`src/hw/rtl/gng_pkg.sv`:
```
// Constants, tables and state type for the gaussian noise generator.
package gng_pkg;

  localparam int MAX_COUNT_DEF = 64;
  localparam int FRAC_BITS = 16;

  // -2 ln u stays below 44.0, so it needs FRAC_BITS + 6 bits
  localparam int V_W = FRAC_BITS + 6;
  localparam int SQ_ITER = FRAC_BITS + 3;
  localparam int RAD_W = 2 * SQ_ITER;
  localparam int IT_W = $clog2(SQ_ITER);
  localparam int Q_W = FRAC_BITS + 5;

  localparam logic [31:0] LCG_MOD = 32'd2147483647;
  localparam logic [31:0] LCG_MUL = 32'd16807;
  localparam logic [31:0] PI_Q30 = 32'd3373259426;
  localparam logic [30:0] Q30_ONE = 31'd1073741824;

  // 2 ln 2 rounded from Q30 to Q.FRAC_BITS
  localparam logic [31:0] LN_C =
    32'((64'd1488522236 + ((64'd1 << (30 - FRAC_BITS)) >> 1)) >> (30 - FRAC_BITS));

  // Exact floor division by the Taylor denominators: ceil(2^S/d), shift S.
  // Entries 0..3 build sin (72 42 20 6), entries 4..8 build cos (90 56 30 12 2).
  localparam logic [31:0] RECIP [9] = '{
    32'(((64'd1 << 37) + 64'd71) / 64'd72),
    32'(((64'd1 << 36) + 64'd41) / 64'd42),
    32'(((64'd1 << 35) + 64'd19) / 64'd20),
    32'(((64'd1 << 33) + 64'd5) / 64'd6),
    32'(((64'd1 << 37) + 64'd89) / 64'd90),
    32'(((64'd1 << 36) + 64'd55) / 64'd56),
    32'(((64'd1 << 35) + 64'd29) / 64'd30),
    32'(((64'd1 << 34) + 64'd11) / 64'd12),
    32'(((64'd1 << 31) + 64'd1) / 64'd2)
  };
  localparam logic [5:0] RSHIFT [9] = '{
    6'd37, 6'd36, 6'd35, 6'd33, 6'd37, 6'd36, 6'd35, 6'd34, 6'd31
  };
  localparam logic [3:0] K_SIN_END = 4'd3;
  localparam logic [3:0] K_COS_END = 4'd8;

  localparam logic [1:0] CFG_MEAN = 2'd0;
  localparam logic [1:0] CFG_SCALE = 2'd1;

  typedef enum logic [4:0] {
    ST_IDLE, ST_U1_MUL, ST_U1_RED, ST_U2_MUL, ST_U2_RED, ST_NORM,
    ST_SQ_MUL, ST_SQ_UPD, ST_LN_Q, ST_LN_MUL, ST_LN_RED, ST_SQRT,
    ST_ANG_MUL, ST_ANG_X, ST_X2_MUL, ST_X2, ST_P_MUL1, ST_P_Y, ST_P_MUL2,
    ST_P_T, ST_S_MUL, ST_S_SAVE, ST_MAP, ST_Z_MUL, ST_Z, ST_T_MUL,
    ST_SHAPE, ST_EMIT_C, ST_EMIT_S
  } state_t;

endpackage

```
`src/hw/rtl/gaussian_noise_generator_core.sv`:
```
// Gaussian noise generator: LCG uniforms into a Box-Muller transform on one shared multiplier.
//
// Input stream: tuser = 0 reseeds (seed in tdata[30:0]; 0 or 2^31-1 loads 1),
// tuser = 1 requests count samples (tdata[37:31], clamped to MAX_COUNT).
// A reseed gives no output; a request of count 0 gives none.
// Output stream: one signed Q15.16 sample per beat, cosine then sine of each
// pair, tlast on the final sample of the request; an odd count drops the sine.
// Configuration: cfg_index 0 writes mean (Q15.16), 1 writes scale (Q8.16).
// Each pair runs through a sequencer around a single 32x32 multiplier with a
// registered product: normalize, 16 squaring rounds, a 19-step square root,
// nine Taylor steps, then two scalings.
// tready is high only between requests. The output register holds one sample;
// while the receiver stalls the sequencer waits at the emit step.
// Reset loads seed 1, mean 0, scale 1.0 and drops any pending output.
module gaussian_noise_generator_core #(
  parameter int MAX_COUNT = gng_pkg::MAX_COUNT_DEF
) (
  input  logic        clk,
  input  logic        rst,
  input  logic        s_axis_tvalid,
  output logic        s_axis_tready,
  input  logic [39:0] s_axis_tdata,  // seed_value[30:0], count[37:31], zero pad
  input  logic        s_axis_tuser,  // action
  output logic        m_axis_tvalid,
  input  logic        m_axis_tready,
  output logic [31:0] m_axis_tdata,  // sample[31:0]
  output logic        m_axis_tlast,
  input  logic        cfg_we,
  input  logic [0:0]  cfg_index,
  input  logic [31:0] cfg_data
);

  localparam int F = gng_pkg::FRAC_BITS;
  localparam int SQI = gng_pkg::SQ_ITER;

  gng_pkg::state_t state, state_next;

  logic [30:0] seed, u2, m;
  logic [4:0]  e;
  logic [F-1:0] frac;
  logic [gng_pkg::Q_W-1:0] qv;
  logic [gng_pkg::IT_W-1:0] it;
  logic [gng_pkg::RAD_W-1:0] rad;
  logic [SQI-1:0] root;
  logic [SQI+1:0] rem;
  logic [29:0] x, x2, y;
  logic [30:0] t, sv, cmag, smag;
  logic        cneg, sneg, sel;
  logic [3:0]  k;
  logic [SQI-1:0] z;
  logic [31:0] cos_res, held;
  logic [6:0]  cnt;
  logic [31:0] mean;
  logic [23:0] scale;
  logic [63:0] prod;
  logic [31:0] mul_a, mul_b;

  logic        out_free;
  logic        emit;
  logic [6:0]  cnt_in;
  logic [30:0] seed_in, red;
  logic [31:0] red_sum;
  logic [28:0] g;
  logic [31:0] sq;
  logic [SQI+1:0] rem_sh, trial;
  logic [30:0] tn;
  logic [30:0] c0, s0;
  logic [33:0] term, sum;
  logic [31:0] res;
  logic        mneg;

  assign out_free = !m_axis_tvalid || m_axis_tready;
  assign emit = (state == gng_pkg::ST_EMIT_C || state == gng_pkg::ST_EMIT_S) && out_free;

  // datapath helpers
  always_comb begin
    cnt_in = (int'(s_axis_tdata[37:31]) > MAX_COUNT) ? 7'(MAX_COUNT) : s_axis_tdata[37:31];
    seed_in = s_axis_tdata[30:0];
    if (seed_in == 31'd0 || seed_in == 31'h7FFFFFFF) begin
      seed_in = 31'd1;
    end
    // s*16807 mod 2^31-1 by folding the high part back in
    red_sum = {1'b0, prod[30:0]} + {1'b0, prod[61:31]};
    red = (red_sum >= gng_pkg::LCG_MOD) ? 31'(red_sum - gng_pkg::LCG_MOD) : red_sum[30:0];
    g = u2[28] ? (29'h10000000 - {1'b0, u2[27:0]}) : {1'b0, u2[27:0]};
    sq = prod[61:30];
    rem_sh = {rem[SQI-1:0], rad[gng_pkg::RAD_W-1 -: 2]};
    trial = {root, 2'b01};
    tn = gng_pkg::Q30_ONE - 31'(prod >> gng_pkg::RSHIFT[k]);
    c0 = u2[28] ? sv : t;
    s0 = u2[28] ? t : sv;
    mneg = sel ? sneg : cneg;
    term = 34'(prod >> F);
    sum = {{2{mean[31]}}, mean} + (mneg ? (34'd0 - term) : term);
    if (!sum[33] && sum[32:31] != 2'b00) begin
      res = 32'h7FFFFFFF;
    end else if (sum[33] && sum[32:31] != 2'b11) begin
      res = 32'h80000000;
    end else begin
      res = sum[31:0];
    end
  end

  // next state
  always_comb begin
    state_next = state;
    case (state)
      gng_pkg::ST_IDLE: begin
        if (s_axis_tvalid && s_axis_tuser && cnt_in != 7'd0) begin
          state_next = gng_pkg::ST_U1_MUL;
        end
      end
      gng_pkg::ST_U1_MUL:  state_next = gng_pkg::ST_U1_RED;
      gng_pkg::ST_U1_RED:  state_next = gng_pkg::ST_U2_MUL;
      gng_pkg::ST_U2_MUL:  state_next = gng_pkg::ST_U2_RED;
      gng_pkg::ST_U2_RED:  state_next = gng_pkg::ST_NORM;
      gng_pkg::ST_NORM: begin
        if (m[30]) begin
          state_next = gng_pkg::ST_SQ_MUL;
        end
      end
      gng_pkg::ST_SQ_MUL:  state_next = gng_pkg::ST_SQ_UPD;
      gng_pkg::ST_SQ_UPD: begin
        state_next = (it == gng_pkg::IT_W'(F - 1)) ? gng_pkg::ST_LN_Q : gng_pkg::ST_SQ_MUL;
      end
      gng_pkg::ST_LN_Q:    state_next = gng_pkg::ST_LN_MUL;
      gng_pkg::ST_LN_MUL:  state_next = gng_pkg::ST_LN_RED;
      gng_pkg::ST_LN_RED:  state_next = gng_pkg::ST_SQRT;
      gng_pkg::ST_SQRT: begin
        if (it == gng_pkg::IT_W'(SQI - 1)) begin
          state_next = gng_pkg::ST_ANG_MUL;
        end
      end
      gng_pkg::ST_ANG_MUL: state_next = gng_pkg::ST_ANG_X;
      gng_pkg::ST_ANG_X:   state_next = gng_pkg::ST_X2_MUL;
      gng_pkg::ST_X2_MUL:  state_next = gng_pkg::ST_X2;
      gng_pkg::ST_X2:      state_next = gng_pkg::ST_P_MUL1;
      gng_pkg::ST_P_MUL1:  state_next = gng_pkg::ST_P_Y;
      gng_pkg::ST_P_Y:     state_next = gng_pkg::ST_P_MUL2;
      gng_pkg::ST_P_MUL2:  state_next = gng_pkg::ST_P_T;
      gng_pkg::ST_P_T: begin
        if (k == gng_pkg::K_SIN_END) begin
          state_next = gng_pkg::ST_S_MUL;
        end else if (k == gng_pkg::K_COS_END) begin
          state_next = gng_pkg::ST_MAP;
        end else begin
          state_next = gng_pkg::ST_P_MUL1;
        end
      end
      gng_pkg::ST_S_MUL:   state_next = gng_pkg::ST_S_SAVE;
      gng_pkg::ST_S_SAVE:  state_next = gng_pkg::ST_P_MUL1;
      gng_pkg::ST_MAP:     state_next = gng_pkg::ST_Z_MUL;
      gng_pkg::ST_Z_MUL:   state_next = gng_pkg::ST_Z;
      gng_pkg::ST_Z:       state_next = gng_pkg::ST_T_MUL;
      gng_pkg::ST_T_MUL:   state_next = gng_pkg::ST_SHAPE;
      gng_pkg::ST_SHAPE:   state_next = sel ? gng_pkg::ST_EMIT_C : gng_pkg::ST_Z_MUL;
      gng_pkg::ST_EMIT_C: begin
        if (out_free) begin
          state_next = (cnt == 7'd1) ? gng_pkg::ST_IDLE : gng_pkg::ST_EMIT_S;
        end
      end
      gng_pkg::ST_EMIT_S: begin
        if (out_free) begin
          state_next = (cnt == 7'd1) ? gng_pkg::ST_IDLE : gng_pkg::ST_U1_MUL;
        end
      end
      default: state_next = gng_pkg::ST_IDLE;
    endcase
  end

  // outputs: handshake and multiplier operand select
  always_comb begin
    s_axis_tready = (state == gng_pkg::ST_IDLE);
    mul_a = 32'd0;
    mul_b = 32'd0;
    case (state)
      gng_pkg::ST_U1_MUL, gng_pkg::ST_U2_MUL: begin
        mul_a = {1'b0, seed};
        mul_b = gng_pkg::LCG_MUL;
      end
      gng_pkg::ST_SQ_MUL: begin
        mul_a = {1'b0, m};
        mul_b = {1'b0, m};
      end
      gng_pkg::ST_LN_MUL: begin
        mul_a = 32'(qv);
        mul_b = gng_pkg::LN_C;
      end
      gng_pkg::ST_ANG_MUL: begin
        mul_a = 32'(g);
        mul_b = gng_pkg::PI_Q30;
      end
      gng_pkg::ST_X2_MUL: begin
        mul_a = {2'b0, x};
        mul_b = {2'b0, x};
      end
      gng_pkg::ST_P_MUL1: begin
        mul_a = {2'b0, x2};
        mul_b = {1'b0, t};
      end
      gng_pkg::ST_P_MUL2: begin
        mul_a = {2'b0, y};
        mul_b = gng_pkg::RECIP[k];
      end
      gng_pkg::ST_S_MUL: begin
        mul_a = {2'b0, x};
        mul_b = {1'b0, t};
      end
      gng_pkg::ST_Z_MUL: begin
        mul_a = 32'(root);
        mul_b = {1'b0, sel ? smag : cmag};
      end
      gng_pkg::ST_T_MUL: begin
        mul_a = {8'b0, scale};
        mul_b = 32'(z);
      end
      default: begin
        mul_a = 32'd0;
        mul_b = 32'd0;
      end
    endcase
  end

  always_ff @(posedge clk) begin
    prod <= 64'(mul_a) * 64'(mul_b);
  end

  // control state
  always_ff @(posedge clk) begin
    if (rst) begin
      state <= gng_pkg::ST_IDLE;
      seed <= 31'd1;
      cnt <= 7'd0;
      mean <= 32'd0;
      scale <= 24'd65536;
      m_axis_tvalid <= 1'b0;
    end else begin
      state <= state_next;
      if (cfg_we) begin
        if ({1'b0, cfg_index} == gng_pkg::CFG_MEAN) begin
          mean <= cfg_data;
        end else if ({1'b0, cfg_index} == gng_pkg::CFG_SCALE) begin
          scale <= cfg_data[23:0];
        end
      end
      if (emit) begin
        m_axis_tvalid <= 1'b1;
      end else if (m_axis_tvalid && m_axis_tready) begin
        m_axis_tvalid <= 1'b0;
      end
      case (state)
        gng_pkg::ST_IDLE: begin
          if (s_axis_tvalid) begin
            if (!s_axis_tuser) begin
              seed <= seed_in;
            end else begin
              cnt <= cnt_in;
            end
          end
        end
        gng_pkg::ST_U1_RED, gng_pkg::ST_U2_RED: seed <= red;
        gng_pkg::ST_EMIT_C, gng_pkg::ST_EMIT_S: begin
          if (out_free) begin
            cnt <= cnt - 7'd1;
          end
        end
        default: ;
      endcase
    end
  end

  // payload registers
  always_ff @(posedge clk) begin
    case (state)
      gng_pkg::ST_U1_RED: begin
        m <= red;
        e <= 5'd1;
      end
      gng_pkg::ST_U2_RED: begin
        u2 <= red;
        it <= '0;
        frac <= '0;
      end
      gng_pkg::ST_NORM: begin
        if (!m[30]) begin
          m <= {m[29:0], 1'b0};
          e <= e + 5'd1;
        end
      end
      gng_pkg::ST_SQ_UPD: begin
        frac <= {frac[F-2:0], sq[31]};
        m <= sq[31] ? sq[31:1] : sq[30:0];
        it <= it + 1'b1;
      end
      gng_pkg::ST_LN_Q: qv <= {e, {F{1'b0}}} - gng_pkg::Q_W'(frac);
      gng_pkg::ST_LN_RED: begin
        rad <= {prod[F +: gng_pkg::V_W], {F{1'b0}}};
        root <= '0;
        rem <= '0;
        it <= '0;
      end
      gng_pkg::ST_SQRT: begin
        rad <= {rad[gng_pkg::RAD_W-3:0], 2'b00};
        it <= it + 1'b1;
        if (rem_sh >= trial) begin
          rem <= rem_sh - trial;
          root <= {root[SQI-2:0], 1'b1};
        end else begin
          rem <= rem_sh;
          root <= {root[SQI-2:0], 1'b0};
        end
      end
      gng_pkg::ST_ANG_X: x <= prod[59:30];
      gng_pkg::ST_X2: begin
        x2 <= prod[59:30];
        t <= gng_pkg::Q30_ONE;
        k <= 4'd0;
      end
      gng_pkg::ST_P_Y: y <= prod[59:30];
      gng_pkg::ST_P_T: begin
        t <= tn;
        if (k != gng_pkg::K_COS_END) begin
          k <= k + 4'd1;
        end
      end
      gng_pkg::ST_S_SAVE: begin
        sv <= prod[60:30];
        t <= gng_pkg::Q30_ONE;
      end
      gng_pkg::ST_MAP: begin
        sel <= 1'b0;
        case (u2[30:29])
          2'd0: begin
            cmag <= c0; cneg <= 1'b0; smag <= s0; sneg <= 1'b0;
          end
          2'd1: begin
            cmag <= s0; cneg <= 1'b1; smag <= c0; sneg <= 1'b0;
          end
          2'd2: begin
            cmag <= c0; cneg <= 1'b1; smag <= s0; sneg <= 1'b1;
          end
          default: begin
            cmag <= s0; cneg <= 1'b0; smag <= c0; sneg <= 1'b1;
          end
        endcase
      end
      gng_pkg::ST_Z: z <= prod[30 +: SQI];
      gng_pkg::ST_SHAPE: begin
        if (!sel) begin
          cos_res <= res;
          sel <= 1'b1;
        end else begin
          held <= res;
        end
      end
      gng_pkg::ST_EMIT_C: begin
        if (out_free) begin
          m_axis_tdata <= cos_res;
          m_axis_tlast <= (cnt == 7'd1);
        end
      end
      gng_pkg::ST_EMIT_S: begin
        if (out_free) begin
          m_axis_tdata <= held;
          m_axis_tlast <= (cnt == 7'd1);
        end
      end
      default: ;
    endcase
  end

endmodule

```
`config.mk`:
```
export PLATFORM = sky130hd
export DESIGN_NAME = gaussian_noise_generator_core
export DESIGN_NICKNAME = d
export VERILOG_FILES = /design/src/hw/rtl/gng_pkg.sv /design/src/hw/rtl/gaussian_noise_generator_core.sv
export SDC_FILE = /design/constraint.sdc
export NUM_CORES = 2
export LEC_CHECK = 0
export ABC_AREA = 1
export BUFFER_PORTS_ARGS = -buffer_cell sky130_fd_sc_hd__buf_2
export CAP_MARGIN = 20
export CORE_UTILIZATION = 45
export DETAILED_ROUTE_END_ITERATION = 8
export HOLD_SLACK_MARGIN = 0.06
export PLACE_DENSITY = 0.67
export SLEW_MARGIN = 20
export SYNTH_ARGS = -nofsm -noshare
export SYNTH_HDL_FRONTEND = slang
export SYNTH_SLANG_ARGS = --single-unit
export TNS_END_PERCENT = 30
```
`constraint.sdc`:
```
create_clock -name clk -period 10.8 [get_ports clk]
set_input_delay 1.08 -clock clk [delete_from_list [all_inputs] [get_ports clk]]
set_output_delay 1.08 -clock clk [all_outputs]
set_load 0.03 [all_outputs]
```
### Word-level counts from Yosys, hierarchy flattened

Memory sizes are Yosys's and may differ from the RTL's.
Cells that the tools add are included.

* add/sub/neg operators: 12
* multipliers: 1
* magnitude comparators: 4
* eq/ne operators: 49
* shift-type cells: 1
* multiplexer cells: 61
* bitwise operators: 3
* reductions and logical operators: 51

Operators with widths (count)
* two-way mux 31 bit: 11
* case mux 32 bit (9 select lines): 1
* case mux 31 bit (9 select lines): 1
* two-way mux 32 bit: 6
* case mux 5 bit (28 select lines): 1
* case mux 31 bit (2 select lines): 2
* case mux 31 bit (3 select lines): 1
* case mux 19 bit (2 select lines): 2
* case mux 38 bit (2 select lines): 1
* == test 5 bit (second input constant): 14
* multiplier 32 x 32 -> 64 bit: 1
* case mux 32 bit (2 select lines): 1
* right shift 64 x 6 -> 31 bit: 1
* == test 5 x 4 -> 1 bit (second input constant): 9
* two-way mux 5 bit: 7
* adder 34 bit: 1
* two-way mux 34 bit: 1
* subtractor 1 x 34 -> 34 bit (first input constant): 1
* adder 31 x 31 -> 32 bit: 1
* greater-or-equal comparator 32 x 31 -> 1 bit (second input constant): 1
* case mux 16 bit (2 select lines): 1
* == test 31 bit (second input constant): 1
* zero test 31 bit: 1
* subtractor 31 bit (first input constant): 1
* 47 further kinds: 114

* flip-flop bits (word level): 686
* bits in read-only memories: 608
* bits of input ports: 79
* output and inout bits: 35
* word-level logic and storage cells: 217
* memories: 2

Memory list
* (no name shown): words 16, bits a word 32, rd ports 1, clocked after Yosys merged registers in 0, write ports 0, line gaussian_noise_generator_core.sv:203 `mul_b = gng_pkg::RECIP[k];`
* (no name shown): words 16, bits a word 6, rd ports 1, clocked after Yosys merged registers in 0, write ports 0, line gaussian_noise_generator_core.sv:89 `tn = gng_pkg::Q30_ONE - 31'(prod >> gng_pkg::RSHIFT[k]);`

### Longest topological paths before layout

* depth in word-level cells: 7
* gate-level depth with buffers: 47
* depth with buffers taken out: 46

### Least setup slack after synthesis

OpenSTA, ideal clock, no wires.

* path kind: reg-to-reg
* start: reg u2[1]
* end: reg prod[50]
* setup time: 0.072 ns
* arrival: 8.099 ns
* data required time: 10.728 ns
* path slack: 2.629 ns
* cell stages (with the launch flop): 36
* path buffers: 1
* clock period less this slack: 8.171 ns
* path through: edfxtp_1 inv_1 ha_1 nand3_1 nor3_2 nand2_1 nor3_2 nand2_1 nor2_1 nand4_1 o21ai_0 o21ai_0 nand2_2 buf_2 nand2_1 fa_1 inv_1 fa_1 inv_1 fa_1 inv_1 fa_1 fa_1 fa_1 fa_1 fa_1 ha_1 nand2_1 nor2_1 nand2_1 nor4b_1 a21oi_1 o21ai_0 a21oi_1 o21bai_1 xor2_1

* cells in the longest elaborated chain, start to end: 4

Ends and longest elaborated chain
* start, declared: line gaussian_noise_generator_core.sv:38 `logic [30:0] seed, u2, m;`
* start signal, assigned: line gaussian_noise_generator_core.sv:280 `u2 <= red;`
* subtractor 29 x 28 -> 29 bit: line gaussian_noise_generator_core.sv:85 `g = u2[28] ? (29'h10000000 - {1'b0, u2[27:0]}) : {1'b0, u2[27:0]};`
* two-way mux 29 bit *: line gaussian_noise_generator_core.sv:85
* case mux 31 bit (9 select lines) *: line gaussian_noise_generator_core.sv:176 `case (state)`
* multiplier 32 x 32 -> 64 bit *: line gaussian_noise_generator_core.sv:225 `prod <= 64'(mul_a) * 64'(mul_b);`
* end signal, assigned: line gaussian_noise_generator_core.sv:225
* end, declared: line gaussian_noise_generator_core.sv:55 `logic [63:0] prod;`

Every way passes the cells marked *; elsewhere a longest branch is shown, timed or not.
A chain may end at the register's enable or synchronous reset.

### Final worst setup path

* start: reg state[1]
* end: reg prod[53]

* cells in the longest elaborated chain, start to end: 4
* elaborated cells on any way between the ends: 17
* classes of those cells: 1 x mul; 11 x eq/ne; 2 x mux; 3 x reduce/logical

Ends and longest elaborated chain
* start, declared: line gaussian_noise_generator_core.sv:36 `gng_pkg::state_t state, state_next;`
* start signal, assigned: line gaussian_noise_generator_core.sv:231 `state <= gng_pkg::ST_IDLE;`
* start signal, assigned: line gaussian_noise_generator_core.sv:238 `state <= state_next;`
* == test 5 bit, or another cell as far along: line gaussian_noise_generator_core.sv:176
* OR reduction 2 bit (on tied branches)
* case mux 31 bit (9 select lines) or case mux 32 bit (9 select lines) (tied branches): line gaussian_noise_generator_core.sv:176
* multiplier 32 x 32 -> 64 bit *: line gaussian_noise_generator_core.sv:225

Marks and branches as above.

==> results.sh <==
export IMPL_crit_cells=38
export IMPL_synth_seq_cells=670
export IMPL_critical_path_class="flop to flop"
export IMPL_ir_drop_v=0.000153
export IMPL_cp_arrival_ns=11.21
export IMPL_synth_top_flop_cell="edfxtp_1"
export IMPL_dieHeight_um=399
export IMPL_ys_types=78
export IMPL_num_rows=145
export IMPL_clock_latency_ns=0.66
export IMPL_min_path_type="flop to flop"
export IMPL_async_flop_share=0
export IMPL_grt_setup_unrepaired="false"
export IMPL_min_delay_start="scale[16]$_SDFFE_PP1P_"
export IMPL_cap_violations=0
export IMPL_h_tree_depth=3
export IMPL_viasPerCell=5.61
export IMPL_timing_final_crit_share=0.984
export IMPL_cts_made_buffers=78
export IMPL_grt_max_degree=125
export IMPL_r2r_worst_path_cells=38
export IMPL_p_per_area_nw_per_um2=152
export IMPL_yosysSeqAreaShare=0.260
export IMPL_yosysMostFrequentCell="nand2_1"
export IMPL_grtUsageTotal=0.335
export IMPL_slew_viol_final=0
export IMPL_skew_ns=0.0248
export IMPL_die_area_um2=159000
export IMPL_syn_inst=8748
export IMPL_tightest_slew_ns=1.21
export IMPL_yosys_area_top_type_share=0.245
export IMPL_maxSlewHeadroom=0.183
export IMPL_syn_area_um2=71000
export IMPL_status="complete, no violations"
export IMPL_final_layout_size_suffix_gt1_frac=0.0797
export IMPL_cts_num_sinks=670
export IMPL_final_setup_tns_ns=0
export IMPL_wl_um=267000
export IMPL_dr_pass1_iters=8
export IMPL_antenna_found_initial=19
export IMPL_leakagePower_nw=37.4
export IMPL_cp_startpoint="state[1]$_SDFFE_PP0P_"
export IMPL_required_ns=11.38
export IMPL_ctsResizeCount=0
export IMPL_grt_overflow=0
export IMPL_hold_depth=2
export IMPL_synth_area_top_cells="fa_1, edfxtp_1, nand2_1, inv_1, ha_1"
export IMPL_root_buffer="clkbuf_16"
export IMPL_regArea_um2=18500
export IMPL_nets=10200
export IMPL_fmax_mhz=94.1
export IMPL_chipWidth_um=399
export IMPL_synth_edf_count=506
export IMPL_final_antenna_net_count=0
export IMPL_startpoint_type="flop"
export IMPL_path_buf_inv=11
export IMPL_multiInputGateArea_um2=44800
export IMPL_first_global_vias=60700
export IMPL_clkTransAtPathRegs_ns=0.06
export IMPL_yosys_area_top_type="fa_1"
export IMPL_ios=114
export IMPL_final_util=0.496
export IMPL_worst_path_largest_cell_delay_ns=0.72
export IMPL_cp_max_fo=25
export IMPL_io_buffers=111
export IMPL_cts_hold_buffers=0
export IMPL_cts_tree="yes"
export IMPL_setup_violations_final=0
export IMPL_r2r_start="state[1]$_SDFFE_PP0P_"
export IMPL_synth_top_cells_by_count="nand2_1, inv_1, nor2_1, fa_1, edfxtp_1"
export IMPL_clockBufferDepth=3
export IMPL_min_period_ns=10.63
export IMPL_first_iter_violations=7400
export IMPL_slowest_stage="nor4_1"
export IMPL_critical_path_top_delay_family="adder cells"
export IMPL_areaGrowthSynthToFinish_pct=9.15
export IMPL_start_util=0.454
export IMPL_postSynthAreaPerCell_um2=8.12
export IMPL_fillCellCount=15200
export IMPL_post_cts_buffers=0
export IMPL_grt_pass1_wl_um=392000
export IMPL_wl_per_cell_um=24.3
export IMPL_end_kind="flop"
export IMPL_dpl_hpwl_um=211000
export IMPL_drc=0
export IMPL_routabilityCongestion=1.03
export IMPL_core_area_um2=156000
export IMPL_yosysWarnings=0
export IMPL_final_hold_viol_count=0
export IMPL_via_count=61700
-- placed cells by master, fill, tap and decap left out, types with 42 or more instances in the layout --
| cell | synthesis | layout |
|---|---|---|
| nand2_1 | 2013 | 2011 |
| inv_1 | 1666 | 1664 |
| nor2_1 | 973 | 958 |
| fa_1 | 869 | 869 |
| edfxtp_1 | 506 | 506 |
| o21ai_0 | 387 | 386 |
| ha_1 | 370 | 370 |
| a21oi_1 | 361 | 361 |
| buf_4 | 14 | 227 |
| nand3_1 | 201 | 201 |
| dfxtp_1 | 164 | 163 |
| xor2_1 | 126 | 126 |
| buf_2 | 83 | 111 |
| clkbuf_16 | 0 | 80 |
| nand4_1 | 78 | 78 |
| nor3_1 | 55 | 51 |
| xnor2_1 | 48 | 48 |
| o21ai_1 | 45 | 45 |
| o211ai_1 | 42 | 42 |
-- tightest hold or removal path, cell delays in order, from the launching register on --
cell and delay (ns):
dfxtp_1 0.33, nand2_1 0.05, nand3_1 0.07
-- sequential cells by signal (all words and copies together), names as in the netlist, 7 cells and up --
| register | cells |
|---|---|
| frac | 16 |
| y | 30 |
| qv | 21 |
| m | 31 |
| z | 19 |
| u2 | 31 |
| x | 30 |
| prod | 64 |
| t | 31 |
| m_axis_tdata | 32 |
| rad | 22 |
| mean | 32 |
| held | 32 |
| root | 19 |
| sv | 31 |
| cos_res | 32 |
| scale | 24 |
| cmag | 31 |
| rem | 19 |
| x2 | 30 |
| seed | 31 |
| smag | 31 |
| cnt | 7 |
-- final cells by class --
cell class | count | share of cell area
multi-input combinational | 6030 | 0.578
sequential | 670 | 0.238
inverter | 1723 | 0.0835
tap | 2058 | 0.0332
timing repair buffer | 353 | 0.0329
clock buffer | 103 | 0.0282
clock inverter | 38 | 0.00536
antenna | 14 | 0.000452
-- through the flow --
stage	hold WS [ns]	cells	setup slack [ns]	area (um^2)	total power [W]
2_1_floorplan	0.430	8750	2.63	71000	0.00675
3_3_place_gp	0.465	10800	0.699	74800	0.00882
3_5_place_dp	0.475	10800	0.789	74800	0.00889
4_1_cts	0.488	11000	0.716	77400	0.0117
5_1_grt	0.507	11000	0.116	77500	0.0123
6_report	0.488	11000	0.171	77500	0.0118
-- final timing paths --
| path | endpoint | slack [ns] |
|---|---|---|
| max | prod[53]$_DFF_P_ | 0.17 |
| min | scale[16]$_SDFFE_PP1P_ | 0.49 |
| max reg2reg | prod[53]$_DFF_P_ | 0.17 |
| min reg2reg | scale[16]$_SDFFE_PP1P_ | 0.49 |
-- logic make-up after synthesis --
logic type,synth area share
and+or+nand+nor,0.201
buffers and inverters,0.112
adders and majority gates,0.310
AOI/OAI and AO/OA,0.0856
DFF,0.260
xor gates and xnor gates,0.0215
muxes,0.00930
other,0.0000528
-- where the power goes --
| group | total, W | internal, W | switching, W | leakage (nW) |
|---|---|---|---|---|
| clock | 0.00276 | 0.00162 | 0.00114 | 1.28 |
| sequential | 0.00346 | 0.00327 | 0.000191 | 5.78 |
| combinational | 0.00558 | 0.00156 | 0.00401 | 30.3 |
-- routing by layer --
layer / vias to the layer above / wire (um) / GRT usage
li1: 27400 / - / -
met1: 30300 / 105000 / 0.445
met2: 3240 / 118000 / 0.519
met3: 680 / 29000 / 0.0722
met4: 6 / 14800 / 0.162
met5: - / 34 / 0
No activity file was read; power rests on OpenSTA's default activity.
